===== src/hw/rtl/imav_pkg.sv =====
// Shared types and constants for the IMU moving-average calibrator.
// Used by imav_cell, imav_lane and imu_moving_average_calibrator.
`default_nettype none

package imav_pkg;

    localparam int WINDOW_LENGTH = 10;
    localparam int CHANNELS      = 6;
    localparam int SAMPLE_W      = 16;
    localparam int TIME_W        = 24;
    localparam int GAIN_W        = 16;
    localparam int GAIN_SHIFT    = 14;
    localparam int GAINS_W       = 3 * GAIN_W;
    localparam int CFG_DATA_W    = GAINS_W;
    localparam int CFG_ADDR_W    = 3;
    localparam int TDATA_W       = CHANNELS * SAMPLE_W + TIME_W;

    // Running sum of one channel over the window
    localparam int SUM_W   = SAMPLE_W + $clog2(WINDOW_LENGTH);
    // Reciprocal multiply for |sum| / WINDOW_LENGTH
    localparam int RECIP_K = SUM_W + $clog2(WINDOW_LENGTH) + 1;
    localparam int RECIP_W = RECIP_K - $clog2(WINDOW_LENGTH) + 1;
    localparam longint RECIP = ((64'd1 << RECIP_K) + WINDOW_LENGTH - 1) / WINDOW_LENGTH;
    localparam int QUO_W   = SAMPLE_W + 1;
    localparam int DIFF_W  = SAMPLE_W + 2;
    localparam int PROD_W  = DIFF_W + GAIN_W + 1;
    localparam int SCALED_W = PROD_W - GAIN_SHIFT;

    localparam logic [GAIN_W-1:0]  UNITY_GAIN  = GAIN_W'(1 << GAIN_SHIFT);
    localparam logic [GAINS_W-1:0] GAINS_RESET = {UNITY_GAIN, UNITY_GAIN, UNITY_GAIN};

    // Register indexes of the configuration port
    localparam logic [CFG_ADDR_W-1:0] REG_GYRO_BIAS_X  = 3'd0;
    localparam logic [CFG_ADDR_W-1:0] REG_GYRO_BIAS_Y  = 3'd1;
    localparam logic [CFG_ADDR_W-1:0] REG_GYRO_BIAS_Z  = 3'd2;
    localparam logic [CFG_ADDR_W-1:0] REG_ACCEL_BIAS_X = 3'd3;
    localparam logic [CFG_ADDR_W-1:0] REG_ACCEL_BIAS_Y = 3'd4;
    localparam logic [CFG_ADDR_W-1:0] REG_ACCEL_BIAS_Z = 3'd5;
    localparam logic [CFG_ADDR_W-1:0] REG_ACCEL_GAINS  = 3'd6;

    // Channel order: gyro x, y, z, accel x, y, z
    typedef logic [CHANNELS-1:0][SAMPLE_W-1:0] frame_t;

    // Stage load strobes shared by all lanes
    typedef struct packed {
        logic load1;
        logic load2;
        logic load3;
        logic load4;
    } pipe_ctl_t;

endpackage

`default_nettype wire


===== src/hw/rtl/imav_cell.sv =====
// One tap of the sample history: holds a six-channel frame and passes it on.
// Depends on imav_pkg.
`default_nettype none

module imav_cell (
    input  wire logic            aclk,
    input  wire logic            aresetn,
    input  wire logic            shift_en,
    input  wire imav_pkg::frame_t d_in,
    output imav_pkg::frame_t     q_out
);

    imav_pkg::frame_t frame_reg;

    always_ff @(posedge aclk) begin
        if (!aresetn) begin
            frame_reg <= '0;
        end else if (shift_en) begin
            frame_reg <= d_in;
        end
    end

    assign q_out = frame_reg;

endmodule

`default_nettype wire


===== config.mk =====
export PLATFORM = sky130hd
export DESIGN_NAME = imav_cell
export DESIGN_NICKNAME = d
export VERILOG_FILES = /design/src/hw/rtl/imav_pkg.sv /design/src/hw/rtl/imav_cell.sv
export SDC_FILE = /design/constraint.sdc
export NUM_CORES = 1
export LEC_CHECK = 0
export BUFFER_PORTS_ARGS = -buffer_cell sky130_fd_sc_hd__buf_2
export CAP_MARGIN = 20
export CORE_MARGIN = 10
export CORE_UTILIZATION = 46
export CTS_BUF_LIST = sky130_fd_sc_hd__clkbuf_2 sky130_fd_sc_hd__clkbuf_4 sky130_fd_sc_hd__clkbuf_8
export DETAILED_ROUTE_END_ITERATION = 8
export PLACE_DENSITY = 0.82
export SLEW_MARGIN = 5
export SYNTH_ARGS = -nofsm -noshare
export SYNTH_HDL_FRONTEND = slang
export SYNTH_SLANG_ARGS = --single-unit

===== constraint.sdc =====
create_clock -name aclk -period 1.1 [get_ports aclk]
set_input_delay 0.11 -clock aclk [delete_from_list [all_inputs] [get_ports aclk]]
set_output_delay 0.11 -clock aclk [all_outputs]
set_load 0.005 [all_outputs]

==> results.sh, run 1 <==
export IMPL_r2r_end="q_out[1]"
export IMPL_die_x_microns=109
export IMPL_n_fill_cell=627
export IMPL_layout_common_cells="buf_2 (193), mux2i_1 (96), nor2b_1 (96), dfxtp_1 (96), clkbuf_8 (9)"
export IMPL_synthMuxAreaShare_pct=26.2
export IMPL_period_needed_ns=0.930
export IMPL_grt_usage_pct=15.0
export IMPL_fmax_ghz=1.07
export IMPL_largest_reg_flops=96
export IMPL_netlist_instances=309
export IMPL_p_sw_mw=1.67
export IMPL_avgViaCountPerCell=4.54
export IMPL_cp_max_fo=2
export IMPL_hold_viol=0
export IMPL_placed_cells=592
export IMPL_leakage_nw=2.54
export IMPL_drive_above_1_share_pct=43.1
export IMPL_fin_nets=600
export IMPL_grt_max_degree=97
export IMPL_cts_tree="built"
export IMPL_wl_per_cell_microns=15.5
export IMPL_drt_first_pass_iters=4
export IMPL_grt_pass1_wl_microns=14500
export IMPL_cts_htree_levels=3
export IMPL_antenna_found_initial=0
export IMPL_rows=32
export IMPL_regToRegSetupSlack_ns=0.46
export IMPL_rsz0062_at_grt="no"
export IMPL_synthXorXnorAreaFrac_pct=0
export IMPL_dieArea_sq_um=11900
export IMPL_final_antenna_net_count=0
export IMPL_routed_wl_microns=9420
export IMPL_clkSlewWorstSetupHoldPaths_ns=0.09
export IMPL_setup_viol=0
export IMPL_layout_cells_non_filler=608
export IMPL_yosys_area_top_type="dfxtp_1"
export IMPL_die_y_microns=109
export IMPL_antenna_cells=0
export IMPL_skew_ns=0
export IMPL_ys_seq_area_share_pct=52.5
export IMPL_r2r_cells=2
export IMPL_critPathLaunch="q_out[32]"
export IMPL_crit_path_cell_trace="buf_2"
export IMPL_gp_congestion=0.753
export IMPL_wl_met3_microns=1320
export IMPL_cts_sinks=96
export IMPL_vias=2763
export IMPL_wl_met2_microns=4250
export IMPL_tns_ns=0
export IMPL_crit_end="q_out[32]"
export IMPL_met1Wirelength_microns=3740
export IMPL_cp_depth=1
export IMPL_layout_setup_ws_ns=0.170
export IMPL_cts_hold_buf=0
export IMPL_multi_input_area_sq_um=1560
export IMPL_clockRootBuffer="clkbuf_8"
export IMPL_syn_nets=408
export IMPL_io_pins=195
export IMPL_dp_worst_setup_slack_ns=0.137
export IMPL_p_seq_share_pct=54.0
export IMPL_ctsResizeCount=0
export IMPL_regArea_sq_um=1920
export IMPL_overflow=0
export IMPL_maxSlewHeadroom_pct=79.7
export IMPL_final_common_cell="buf_2"
export IMPL_slew_viol_final=0
export IMPL_place_hpwl_microns=7350
export IMPL_pwr_share_clk_pct=32.3
export IMPL_synth_seq_cells=96
export IMPL_hold_class="input pin to register"
export IMPL_syn_avg_cell_area_sq_um=11.9
export IMPL_yosysWarnings=0
export IMPL_finalCritPeriodShare_pct=84.6
export IMPL_crit_slowest_cell="dfxtp_1"
export IMPL_r2r_start="q_out[1]"
export IMPL_critPathKind="register to primary output"
export IMPL_worstMarginPinSlew_ns=0.305
export IMPL_ys_top_cells_by_area="dfxtp_1 (52%), mux2i_1 (26%), nor2b_1 (16%)"
export IMPL_combPwrFrac_pct=13.6
export IMPL_maxCapViolCount=0
export IMPL_drt_iter0_markers=41
export IMPL_yosysTopAreaCellShare_pct=52.5
export IMPL_yosys_area_share_simple_pct=16.4
export IMPL_path_buf_inv=1
export IMPL_max_stage_delay_ns=0.35
export IMPL_status="finished clean"
export IMPL_arrival_ns=0.82
export IMPL_switching_share_pct=23.9
export IMPL_cp_data_required_time_ns=0.99
export IMPL_holdWs_ns=0.0176
export IMPL_synth_area_sq_um=3660
export IMPL_internal_power_mw=5.32
export IMPL_synth_distinct_cells=8
export IMPL_area_delta_synth_final_pct=33.2
export IMPL_crit_family="flip-flops"
export IMPL_start_kind="register"
export IMPL_start_util_pct=47.4
export IMPL_synth_top_family_by_area="multiplexers"
export IMPL_clk_insertion_delay_late_ns=0.34
export IMPL_core_area_sq_um=7730
export IMPL_crit_path_end_kind="primary output"
export IMPL_synth_adder_area_share_pct=0
export IMPL_cts_setup_buffers=0
export IMPL_synth_compound_area_share_pct=0
export IMPL_port_buffers=194
export IMPL_p_per_area_nw_per_um2=1430
export IMPL_total_power_mw=6.99
export IMPL_drc=0
export IMPL_cts_buffer_depth=2
export IMPL_ir_worst_vdd_mv=0.761
export IMPL_topRoutingLayerUsed="met4"
export IMPL_cts_inserted_buffers=9
export IMPL_grt_pass1_vias=2946
routing by layer:
layer  track usage (%)  up-vias
li1                  -     1396
met3              8.50       10
met5                 0        -
met2              24.2      132
met1              16.4     1225
met4              5.02        0
cells by family after synthesis:
group,Yosys count
and+or+nand+nor,96
buffers and inverters,21
muxes,96
DFF,96
cells in the mapped netlist:
master    number
buf_8          1
nor2b_1       96
dfxtp_1       96
mux2i_1       96
clkbuf_2       1
buf_4          6
buf_12         4
clkbuf_1       9
metrics by stage:
step / cell area, sq um / util [%]
after global placement: 4680 / 60.6
after floorplan: 3660 / -
after CTS: 4880 / 63.1
after global routing: 4880 / 63.1
final: 4880 / 63.1
after detailed placement: 4680 / 60.6
area by class of cell:
class,instances,area share [%]
Clock inverter,5,1.18
Clock buffer,11,2.85
Timing Repair Buffer,202,22.0
Tap cell,102,2.62
Multi-Input combinational cell,192,32.0
Sequential cell,96,39.4
worst min-delay path by stage:
stage                  start         to  slack (ns)  cells after the start
global placement    d_in[50]  q_out[50]        0.37                      3
floorplan            d_in[0]   q_out[0]        0.28                      2
detailed placement  d_in[92]  q_out[92]        0.38                      3
CTS                 d_in[32]  q_out[32]       0.004                      3
global route        d_in[57]  q_out[57]       0.007                      3
finish              d_in[32]  q_out[32]        0.02                      3
power groups by stage:
stage	Clock, mW	Combinational (mW)	Sequential, mW
after floorplan	0	0.493	3.88
after global placement	0	0.942	3.85
after detailed placement	0	0.974	3.86
after CTS	2.33	0.974	3.78
after global routing	2.46	1.06	3.81
final	2.26	0.955	3.78
Power figures use the tool's default switching activity.
==> run 2, diff against run 1 <==
- clock period: 1.1 -> 0.9 ns (I/O delays scaled with it)
==> run 2 against run 1 <==
- the run now ends with negative setup slack left
- worst hold slack lost 0.0015 ns
- worst setup slack lost 0.17 ns
- sequential share of layout area shrank 5.8 points
- critical endpoint is now q_out[91]
- total power grew 27%
- largest cell class is now non-clock buffers
==> results.sh, run 2 (same netlist as run 1, synthesis figures left out) <==
export IMPL_status="finished with violations"
export IMPL_violations="negative setup slack"
export IMPL_setup_viol=1
export IMPL_final_antenna_net_count=0
export IMPL_period_needed_ns=0.905
export IMPL_hold_viol=0
export IMPL_max_stage_delay_ns=0.36
export IMPL_leakage_nw=2.93
export IMPL_clockRootBuffer="clkbuf_8"
export IMPL_skew_ns=0
export IMPL_placed_cells=593
export IMPL_drt_first_pass_iters=4
export IMPL_cts_htree_levels=3
export IMPL_rows=32
export IMPL_antenna_found_initial=0
export IMPL_arrival_ns=0.81
export IMPL_io_pins=195
export IMPL_crit_path_end_kind="primary output"
export IMPL_area_delta_synth_final_pct=65.7
export IMPL_final_common_cell="buf_2"
export IMPL_grt_usage_pct=18.7
export IMPL_cts_sinks=96
export IMPL_maxSlewHeadroom_pct=80.1
export IMPL_core_area_sq_um=7730
export IMPL_layout_cells_non_filler=673
export IMPL_path_buf_inv=1
export IMPL_hold_class="input pin to register"
export IMPL_crit_path_cell_trace="buf_2"
export IMPL_cts_buffer_depth=2
export IMPL_grt_pass1_vias=3404
export IMPL_wl_per_cell_microns=18.5
export IMPL_die_y_microns=109
export IMPL_grt_pass1_wl_microns=17600
export IMPL_cp_data_required_time_ns=0.81
export IMPL_cp_max_fo=2
export IMPL_overflow=0
export IMPL_port_buffers=194
export IMPL_place_hpwl_microns=7400
export IMPL_vias=3170
export IMPL_total_power_mw=8.92
export IMPL_drive_above_1_share_pct=56.8
export IMPL_slew_viol_final=0
export IMPL_critPathKind="register to primary output"
export IMPL_grt_max_degree=97
export IMPL_avgViaCountPerCell=4.71
export IMPL_drc=0
export IMPL_finalCritPeriodShare_pct=101
export IMPL_dp_worst_setup_slack_ns=-0.0369
export IMPL_crit_slowest_cell="dfxtp_2"
export IMPL_cts_tree="built"
export IMPL_die_x_microns=109
export IMPL_fmax_ghz=1.11
export IMPL_largest_reg_flops=96
export IMPL_p_per_area_nw_per_um2=1470
export IMPL_layout_setup_ws_ns=-0.00466
export IMPL_gp_congestion=0.765
export IMPL_start_kind="register"
export IMPL_start_util_pct=47.4
export IMPL_clk_insertion_delay_late_ns=0.33
export IMPL_clkSlewWorstSetupHoldPaths_ns=0.09
export IMPL_cts_inserted_buffers=9
export IMPL_layout_common_cells="buf_2 (118), mux2i_1 (96), nor2b_1 (96)"
export IMPL_rsz0062_at_grt="yes"
export IMPL_drt_iter0_markers=80
export IMPL_maxCapViolCount=0
export IMPL_worstMarginPinSlew_ns=0.298
export IMPL_crit_family="flip-flops"
export IMPL_fin_nets=665
export IMPL_dieArea_sq_um=11900
export IMPL_routed_wl_microns=12500
export IMPL_ir_worst_vdd_mv=0.760
## run 2: stage by stage
| step | setup TNS, ns | hold WS, ns | instance area (sq um) | util (%) |
|---|---|---|---|---|
| after global routing | -1.09 | 0.0139 | 6070 | 78.5 |
| after global placement | 0 | 0.344 | 4690 | 60.7 |
| after CTS | -0.233 | 0.0000568 | 5660 | 73.3 |
| after detailed placement | -0.172 | 0.355 | 4690 | 60.7 |
| after floorplan | 0 | 0.259 | 3660 | - |
| final | -0.00466 | 0.0162 | 6070 | 78.5 |
## run 2: layout make-up
cell class / count / area (sq um)
flip-flops and latches: 96 / 2040
clock inverters: 4 / 31.3
repair buffers: 267 / 2160
well taps: 102 / 128
fillers: 438 / 1660
clock buffers: 11 / 145
multi-input cells: 192 / 1560
diodes: 1 / 2.50
## run 2: report_power, final
group / internal (mW) / switching (mW) / leakage [nW] / total (mW)
logic: 1.06 / 0.616 / 2.02 / 1.68
clock network: 1.10 / 1.40 / 0.0811 / 2.50
registers: 4.55 / 0.181 / 0.826 / 4.73
## run 2: worst paths after layout
kind	endpoint	cells past startpoint	from	slack, ns
max	q_out[91]	1	q_out[91]	-0.005
max reg2reg	q_out[65]	3	q_out[65]	0.05
min reg2reg	q_out[8]	2	q_out[8]	0.51
min	q_out[87]	3	d_in[87]	0.02
## run 2: what timing repair did
action | 4_1_cts | 5_1_grt
gates resized for setup | 105 | 65
hold buffers | 53 | 0
hold endpoints to repair | 53 | 0
setup buffers | 0 | 11
endpoints found under the setup margin | 78 | 94
## run 2: metal layers
layer | wire [microns] | vias up | global-route usage, % | share of wire, %
li1 | - | 1527 | - | -
met3 | 1440 | 19 | 9.91 | 12
met2 | 6130 | 147 | 32.0 | 49
met4 | 202 | 0 | 6.13 | 1.6
met5 | 0 | - | 0 | 0
met1 | 4700 | 1477 | 19.3 | 38
