<file path="config.mk">
export PLATFORM = sky130hd
export DESIGN_NAME = imav_lane
export DESIGN_NICKNAME = d
export VERILOG_FILES = /design/src/hw/rtl/imav_pkg.sv /design/src/hw/rtl/imav_lane.sv
export SDC_FILE = /design/constraint.sdc
export NUM_CORES = 1
export LEC_CHECK = 0
export BUFFER_PORTS_ARGS = -buffer_cell sky130_fd_sc_hd__buf_4
export CAP_MARGIN = 15
export CORE_MARGIN = 10
export CORE_UTILIZATION = 60
export CTS_CLUSTER_DIAMETER = 100
export CTS_CLUSTER_SIZE = 25
export DETAILED_ROUTE_END_ITERATION = 6
export GPL_TIMING_DRIVEN = 0
export HOLD_SLACK_MARGIN = 0.03
export PLACE_DENSITY_LB_ADDON = 0.3
export SLEW_MARGIN = 0
export SYNTH_ARGS = -nofsm -noshare
export SYNTH_HDL_FRONTEND = slang
export SYNTH_SLANG_ARGS = --single-unit
</file>
<file path="constraint.sdc">
create_clock -name aclk -period 9.2 [get_ports aclk]
set_input_delay 0.92 -clock aclk [delete_from_list [all_inputs] [get_ports aclk]]
set_output_delay 0.92 -clock aclk [all_outputs]
set_load 0.03 [all_outputs]
</file>
<file path="src/hw/rtl/imav_pkg.sv">
// Shared types and constants for the IMU moving-average calibrator.
// Used by imav_cell, imav_lane and imu_moving_average_calibrator.
`default_nettype none

package imav_pkg;

    localparam int WINDOW_LENGTH = 10;
    localparam int CHANNELS      = 6;
    localparam int SAMPLE_W      = 16;
    localparam int TIME_W        = 24;
    localparam int GAIN_W        = 16;
    localparam int GAIN_SHIFT    = 14;
    localparam int GAINS_W       = 3 * GAIN_W;
    localparam int CFG_DATA_W    = GAINS_W;
    localparam int CFG_ADDR_W    = 3;
    localparam int TDATA_W       = CHANNELS * SAMPLE_W + TIME_W;

    // Running sum of one channel over the window
    localparam int SUM_W   = SAMPLE_W + $clog2(WINDOW_LENGTH);
    // Reciprocal multiply for |sum| / WINDOW_LENGTH
    localparam int RECIP_K = SUM_W + $clog2(WINDOW_LENGTH) + 1;
    localparam int RECIP_W = RECIP_K - $clog2(WINDOW_LENGTH) + 1;
    localparam longint RECIP = ((64'd1 << RECIP_K) + WINDOW_LENGTH - 1) / WINDOW_LENGTH;
    localparam int QUO_W   = SAMPLE_W + 1;
    localparam int DIFF_W  = SAMPLE_W + 2;
    localparam int PROD_W  = DIFF_W + GAIN_W + 1;
    localparam int SCALED_W = PROD_W - GAIN_SHIFT;

    localparam logic [GAIN_W-1:0]  UNITY_GAIN  = GAIN_W'(1 << GAIN_SHIFT);
    localparam logic [GAINS_W-1:0] GAINS_RESET = {UNITY_GAIN, UNITY_GAIN, UNITY_GAIN};

    // Register indexes of the configuration port
    localparam logic [CFG_ADDR_W-1:0] REG_GYRO_BIAS_X  = 3'd0;
    localparam logic [CFG_ADDR_W-1:0] REG_GYRO_BIAS_Y  = 3'd1;
    localparam logic [CFG_ADDR_W-1:0] REG_GYRO_BIAS_Z  = 3'd2;
    localparam logic [CFG_ADDR_W-1:0] REG_ACCEL_BIAS_X = 3'd3;
    localparam logic [CFG_ADDR_W-1:0] REG_ACCEL_BIAS_Y = 3'd4;
    localparam logic [CFG_ADDR_W-1:0] REG_ACCEL_BIAS_Z = 3'd5;
    localparam logic [CFG_ADDR_W-1:0] REG_ACCEL_GAINS  = 3'd6;

    // Channel order: gyro x, y, z, accel x, y, z
    typedef logic [CHANNELS-1:0][SAMPLE_W-1:0] frame_t;

    // Stage load strobes shared by all lanes
    typedef struct packed {
        logic load1;
        logic load2;
        logic load3;
        logic load4;
    } pipe_ctl_t;

endpackage

`default_nettype wire

</file>
<file path="src/hw/rtl/imav_lane.sv">
// Per-channel datapath: running sum, divide by window, debias, gain, saturate.
// Depends on imav_pkg; pipeline strobes come from the top level.
`default_nettype none

module imav_lane (
    input  wire logic                                aclk,
    input  wire logic                                aresetn,
    input  wire imav_pkg::pipe_ctl_t                 ctl,
    input  wire logic signed [imav_pkg::SAMPLE_W-1:0] new_sample,
    input  wire logic signed [imav_pkg::SAMPLE_W-1:0] old_sample,
    input  wire logic signed [imav_pkg::SAMPLE_W-1:0] bias,
    input  wire logic        [imav_pkg::GAIN_W-1:0]   gain,
    output logic signed [imav_pkg::SAMPLE_W-1:0]      result
);

    localparam int SUM_W    = imav_pkg::SUM_W;
    localparam int QUO_W    = imav_pkg::QUO_W;
    localparam int DIFF_W   = imav_pkg::DIFF_W;
    localparam int PROD_W   = imav_pkg::PROD_W;
    localparam int SCALED_W = imav_pkg::SCALED_W;
    localparam int MUL_W    = SUM_W + imav_pkg::RECIP_W;
    localparam logic [imav_pkg::RECIP_W-1:0] RECIP = imav_pkg::RECIP_W'(imav_pkg::RECIP);
    localparam logic signed [SCALED_W-1:0] SAT_MAX = SCALED_W'(32767);
    localparam logic signed [SCALED_W-1:0] SAT_MIN = -SCALED_W'(32768);
    localparam logic [PROD_W-1:0] ROUND_BIAS = PROD_W'((1 << imav_pkg::GAIN_SHIFT) - 1);

    logic signed [SUM_W-1:0]    sum_reg, sum_next;
    logic        [QUO_W-1:0]    quo_reg;
    logic                       neg_reg;
    logic signed [PROD_W-1:0]   prod_reg, prod_next;
    logic signed [imav_pkg::SAMPLE_W-1:0] result_reg, result_next;

    logic        [SUM_W-1:0]    abs_sum;
    logic        [MUL_W-1:0]    recip_prod;
    logic signed [DIFF_W-1:0]   mean, diff;
    logic signed [PROD_W-1:0]   prod_adj;
    logic signed [SCALED_W-1:0] scaled;

    // Ring update: add the entering sample, drop the one leaving the window
    always_comb begin
        sum_next = sum_reg + SUM_W'(new_sample) - SUM_W'(old_sample);
    end

    // Truncating divide by the window length through a reciprocal multiply
    always_comb begin
        abs_sum    = sum_reg[SUM_W-1] ? SUM_W'(-sum_reg) : SUM_W'(sum_reg);
        recip_prod = MUL_W'(abs_sum) * MUL_W'(RECIP);
    end

    always_comb begin
        mean      = neg_reg ? -DIFF_W'(quo_reg) : DIFF_W'(quo_reg);
        diff      = mean - DIFF_W'(bias);
        prod_next = PROD_W'(diff) * $signed({{(PROD_W - imav_pkg::GAIN_W){1'b0}}, gain});
    end

    // Shift right by the gain's fraction, rounding toward zero, then saturate
    always_comb begin
        prod_adj = prod_reg[PROD_W-1] ? prod_reg + $signed(ROUND_BIAS) : prod_reg;
        scaled   = SCALED_W'(prod_adj >>> imav_pkg::GAIN_SHIFT);
        if (scaled > SAT_MAX) begin
            result_next = imav_pkg::SAMPLE_W'(SAT_MAX);
        end else if (scaled < SAT_MIN) begin
            result_next = imav_pkg::SAMPLE_W'(SAT_MIN);
        end else begin
            result_next = imav_pkg::SAMPLE_W'(scaled);
        end
    end

    always_ff @(posedge aclk) begin
        if (!aresetn) begin
            sum_reg <= '0;
        end else if (ctl.load1) begin
            sum_reg <= sum_next;
        end
    end

    always_ff @(posedge aclk) begin
        if (ctl.load2) begin
            quo_reg <= recip_prod[imav_pkg::RECIP_K +: QUO_W];
            neg_reg <= sum_reg[SUM_W-1];
        end
        if (ctl.load3) begin
            prod_reg <= prod_next;
        end
        if (ctl.load4) begin
            result_reg <= result_next;
        end
    end

    assign result = result_reg;

endmodule

`default_nettype wire

</file>
==> results.yml, run 1 <==
setup_path:
  ff2ff_setup_slack_ns: 0.11
  r2r-end: "prod_reg[32]"
  worstSetupPathType: "reg2reg"
  cp_slowest_cell: "fa_1"
  endpoint_kind: "flip-flop"
  r2r-start: "quo_reg[1]"
  reg2reg_depth: 37
  cpPeakStageDelay_ns: 0.53
  crit_top_cell: "fa_1"
  worst-path-max-fanout: 10
  cp-start-kind: "flip-flop"
  arrival_ns: 9.23
  cp.required_ns: 9.34
clock_tree:
  clock_latency_ns: 0.40
  htreeDepth: 3
  clockRootBuffer: "clkbuf_16"
  cts_sinks: 89
  numCtsBuffers: 9
  clkSlewWorstSetupHoldPaths_ns: 0.08
  cts_buffer_depth: 2
  cts_tree: "yes"
final_layout:
  areaGrowthSynthToFinish_pct: 10.4
  fin_nets: 3634
  largest_reg_flops: 35
  fillCellCount: 3314
  fin_cells: 3327
  mostFrequentLayoutCells: "inv_1, fa_1, ha_1"
  register_area_um2: 2470
  drive_gt1_share_pct: 9.60
  final_common_cell: "inv_1"
  multi_input_area_um2: 19600
min_path:
  whs_path_depth: 2
  min-delay-path-class: "reg2reg"
  holdPathEnd: "sum_reg[17]"
  holdCritStartpoint: "sum_reg[17]"
placed_design:
  io_buffers: 76
  gp_congestion: 0.966
  dp_hpwl_um: 50900
  dpl.cell_count: 3266
  post-place-ws_ns: -1.58
floorplanning:
  die_x_um: 222
  start_util_pct: 60.5
  fp.dieH_um: 222
  core_area_um2: 40600
  dieArea_um2: 49400
  rows: 74
  io_pins: 86
logic_synthesis:
  syn_nets: 3504
  synth_adder_area_share_pct: 53.3
  async_flop_share_pct: 0
  synth_xor_area_share_pct: 4.53
  yosysWarnings: 0
  avgSynthCellArea_um2: 9.24
  synth_area_um2: 24600
  synth_area_leaders: "fa_1, ha_1, inv_1"
  synth_top_area_share_pct: 36.3
  syn_inst: 2658
  synth_seq_cells: 89
  seq_area_frac_synth_pct: 10.1
  synth_top_family_by_area: "adder cells"
  synth_compound_area_share_pct: 7.36
  synth_ff_type: "edfxtp_1"
  muxShareOfSynthArea_pct: 0.285
  synth-edff-count: 69
  yosys.area.top_type: "fa_1"
  synth_cell_types: 71
  yosys.area_share.simple_pct: 12.0
grt:
  overflow: 0
  grt_max_degree: 36
  grt_pass1_wl_um: 99500
  grt_usage_pct: 25.1
  first_global_vias: 19800
  antenna_found_initial: 2
sta:
  worst_slew_pin_slew_ns: 0.893
  maxSlewHeadroom_pct: 40.0
  setup_viol: 0
  fin_crit_sh_pct: 98.8
  clock_skew_ns: 0.0208
  fin_tns_setup_ns: 0
  hold_violations: 0
  period_minus_slack_ns: 9.09
  fmaxAchievable_mhz: 110
  finalMaxSlewViolations: 0
  whs_ns: 0.488
  rsz0062_at_grt: "true"
  fin_ws_ns: 0.107
drt:
  drt_iter0_markers: 1034
  wl_per_cell_um: 18.4
  vias: 18400
  post_drt_via_cell_ratio: 5.53
  drtPass1Iterations: 7
  drc: 0
  drt-total-wl_um: 61200
  ant_nets: 0
status:
  status: "finished clean"
job:
  maxCapViolCount: 0
[Yosys cell counts (all sizes together), types with 6 or more instances]
cell	instances
inv	745
fa	446
ha	330
nand2	170
xnor2	96
nand3	77
o21ai	73
edfxtp	69
nor2	69
and2	68
clkbuf	61
a21oi	57
nor2b	47
and3	36
a21o	32
xor2	29
nand4	22
dfxtp	20
nand2b	18
nor3	17
o31ai	17
o21a	12
a21boi	11
o31a	11
or3	10
buf	9
or2	9
a211oi	7
and4	7
mux2i	7
nand3b	7
a31oi	6
[layout make-up]
cell class                 instances  share of cell area, %
tap                              532                   2.45
clock inverter                     7                  0.272
inverter                         745                   10.3
clock buffer                       9                  0.830
timing repair buffer             124                   3.42
antenna                            2                 0.0184
multi-input combinational       1754                   72.3
buffer                            65                   1.24
sequential                        89                   9.11
[cell families after synthesis]
group,Yosys count
buffers and inverters,815
flip-flops,89
XOR/XNOR,125
AO/OA/AOI/OAI,269
multiplexers,7
AND/OR/NAND/NOR,574
adder cells (fa/ha/maj),779
[layer usage]
| metal | global-route usage, % | vias to the layer above | part of all wire, % |
|---|---|---|---|
| met2 | 44.7 | 528 | 52 |
| met1 | 29.4 | 9234 | 39 |
| met4 | 12.3 | 0 | 4.9 |
| li1 | - | 8493 | - |
| met3 | 3.06 | 133 | 4.6 |
| met5 | 0 | - | 0 |
[how the worst max path moves through the flow]
stage / start / to / slack [ns] / cells after the start
after floorplan: quo_reg[3] / prod_reg[31] / 0.05 / 33
after global placement: neg_reg / prod_reg[32] / -1.44 / 36
after detailed placement: neg_reg / prod_reg[32] / -1.58 / 36
after CTS: quo_reg[1] / prod_reg[32] / -0.09 / 33
after global routing: quo_reg[1] / prod_reg[32] / -0.20 / 38
final: quo_reg[1] / prod_reg[32] / 0.11 / 37
[timing repair]
item | 4_1_cts | 5_1_grt
hold buffers | 0 | 0
pin swaps | 24 | 59
cloned | 0 | 1
setup endpoints to repair | 26 | 23
resized for setup | 86 | 89
buffers inserted | 16 | 31
[per-stage QoR]
step / cell area, um2 / util, %
after CTS: 26600 / 65.4
after floorplan: 24600 / -
after global routing: 27100 / 66.7
after detailed placement: 25800 / 63.5
after global placement: 25800 / 63.5
final: 27100 / 66.7
[worst max-delay path, delay by kind of cell (launching register included)]
family	cells	cell delay, ns
compound gates	15	2.62
xor+xnor	2	0.37
fa+ha+maj	9	3.81
buf+inv	6	0.72
flops	1	0.40
simple gates	5	0.90
Power of run 1 is left out: the tool's default activity adds up to more than one toggle a clock period on the data nets, which glitch-free logic cannot reach.
==> run 2: changes to the inputs <==
--- a/config.mk
+++ b/config.mk
@@ -12,7 +12,6 @@
 export CTS_CLUSTER_DIAMETER = 100
 export CTS_CLUSTER_SIZE = 25
 export DETAILED_ROUTE_END_ITERATION = 6
-export GPL_TIMING_DRIVEN = 0
 export HOLD_SLACK_MARGIN = 0.03
 export PLACE_DENSITY_LB_ADDON = 0.3
 export SLEW_MARGIN = 0
==> run 2 against run 1 <==
Net effect:
- flip-flop and latch count unchanged
- fmax up 1.7%
- utilization down 1.3 points
- non-clock buffer count down 36
- clock-buffer cell count unchanged
- cell count down 1.1%
- clock skew down 0.0080 ns
- global-route usage down 1.5 points
- setup slack better by 0.16 ns
- register-to-register slack better by 0.16 ns
- highest routed layer unchanged
==> results.yml, run 2 (synthesis gave the netlist of run 1 again) <==
sta:
  worst_slew_pin_slew_ns: 0.755
  maxSlewHeadroom_pct: 49.1
  whs_ns: 0.510
  finalMaxSlewViolations: 0
  period_minus_slack_ns: 8.94
  setup_viol: 0
  fmaxAchievable_mhz: 112
  fin_crit_sh_pct: 97.1
  rsz0062_at_grt: "true"
  hold_violations: 0
  clock_skew_ns: 0.0128
placed_design:
  dp_hpwl_um: 48300
  io_buffers: 85
  dpl.cell_count: 3268
  gp_congestion: 0.943
final_layout:
  drive_gt1_share_pct: 7.73
  fin_nets: 3598
  fin_cells: 3290
  final_common_cell: "inv_1"
  mostFrequentLayoutCells: "inv_1, fa_1, ha_1"
  post-route-util_pct: 65.5
  multi_input_area_um2: 19200
  register_area_um2: 2470
  largest_reg_flops: 35
  fillCellCount: 3279
  areaGrowthSynthToFinish_pct: 8.30
floorplanning:
  core_area_um2: 40600
  dieArea_um2: 49400
  start_util_pct: 60.5
  fp.dieH_um: 222
  die_x_um: 222
  rows: 74
  io_pins: 86
grt:
  overflow: 0
  grt_usage_pct: 23.6
  grt_max_degree: 38
  first_global_vias: 20000
  antenna_found_initial: 0
  grt_pass1_wl_um: 95600
setup_path:
  worstSetupPathType: "reg2reg"
  crit_top_cell: "fa_1"
  ff2ff_setup_slack_ns: 0.26
  cp.required_ns: 9.34
  cpPeakStageDelay_ns: 0.51
  arrival_ns: 9.07
  worst-path-max-fanout: 4
  r2r-start: "quo_reg[1]"
  r2r-end: "prod_reg[31]"
  cp_slowest_cell: "or4_4"
  endpoint_kind: "flip-flop"
  cp-start-kind: "flip-flop"
  reg2reg_depth: 32
clock_tree:
  clkSlewWorstSetupHoldPaths_ns: 0.07
  clock_latency_ns: 0.38
  clockRootBuffer: "clkbuf_16"
  ctsHoldBuffers: 0
  cts_tree: "yes"
  numCtsBuffers: 9
  cts_sinks: 89
  cts_buffer_depth: 2
  htreeDepth: 3
drt:
  drtPass1Iterations: 7
  wl_per_cell_um: 17.1
  vias: 18100
  drc: 0
  post_drt_via_cell_ratio: 5.49
  drt-total-wl_um: 56300
  ant_nets: 0
  drt_iter0_markers: 1125
job:
  maxCapViolCount: 0
min_path:
  holdPathEnd: "sum_reg[17]"
  holdCritStartpoint: "sum_reg[17]"
  min-delay-path-class: "reg2reg"
  whs_path_depth: 2
status:
  status: "finished clean"
## run 2: area by class of cell
class                           count  area share (%)
Tap cell                          532            2.50
Multi-Input combinational cell   1754            72.2
Antenna cell                        1         0.00940
Sequential cell                    89            9.29
Clock buffer                        9           0.846
Timing Repair Buffer              153            4.49
Clock inverter                      7           0.207
Inverter                          745            10.5
## run 2: how the worst max path moves through the flow
stage	start	to	slack, ns	depth (start not counted)
3_5_place_dp	bias[0]	prod_reg[33]	-0.13	34
4_1_cts	quo_reg[5]	prod_reg[31]	0.03	34
3_3_place_gp	bias[0]	prod_reg[33]	0.12	34
6_report	quo_reg[1]	prod_reg[31]	0.26	32
5_1_grt	quo_reg[0]	prod_reg[31]	-0.09	37
2_1_floorplan	quo_reg[3]	prod_reg[31]	0.05	33
## run 2: timing repair
action / CTS / global route
gates resized for setup: 3 / 40
setup endpoints to repair: 2 / 11
setup buffers: 0 / 5
pin swaps: 1 / 16
## run 2: per-layer routing
| metal | global-route usage (%) | share of wire (%) | up-vias |
|---|---|---|---|
| met3 | 2.88 | 4.6 | 140 |
| met4 | 10.2 | 4.3 | 0 |
| met2 | 43.5 | 53 | 524 |
| li1 | - | - | 8406 |
| met5 | 0 | 0 | - |
| met1 | 27.0 | 38 | 8982 |
## run 2: worst max-delay path, delay by kind of cell (launching register included)
kind	cells	cell delay, ns
fa+ha+maj	8	3.39
compound gates	14	3.07
simple gates	4	1.35
flops	1	0.38
buf+inv	4	0.31
xor+xnor	2	0.16
## run 2: stage by stage
stage | setup TNS (ns) | cell area [um2] | worst slack [ns]
floorplan | 0 | 24600 | 0.0488
global placement | 0 | 26100 | 0.125
detailed placement | -0.287 | 26100 | -0.131
CTS | 0 | 26400 | 0.0338
global route | -0.177 | 26600 | -0.0940
finish | 0 | 26600 | 0.262
Power of run 2 is left out for the same reason.
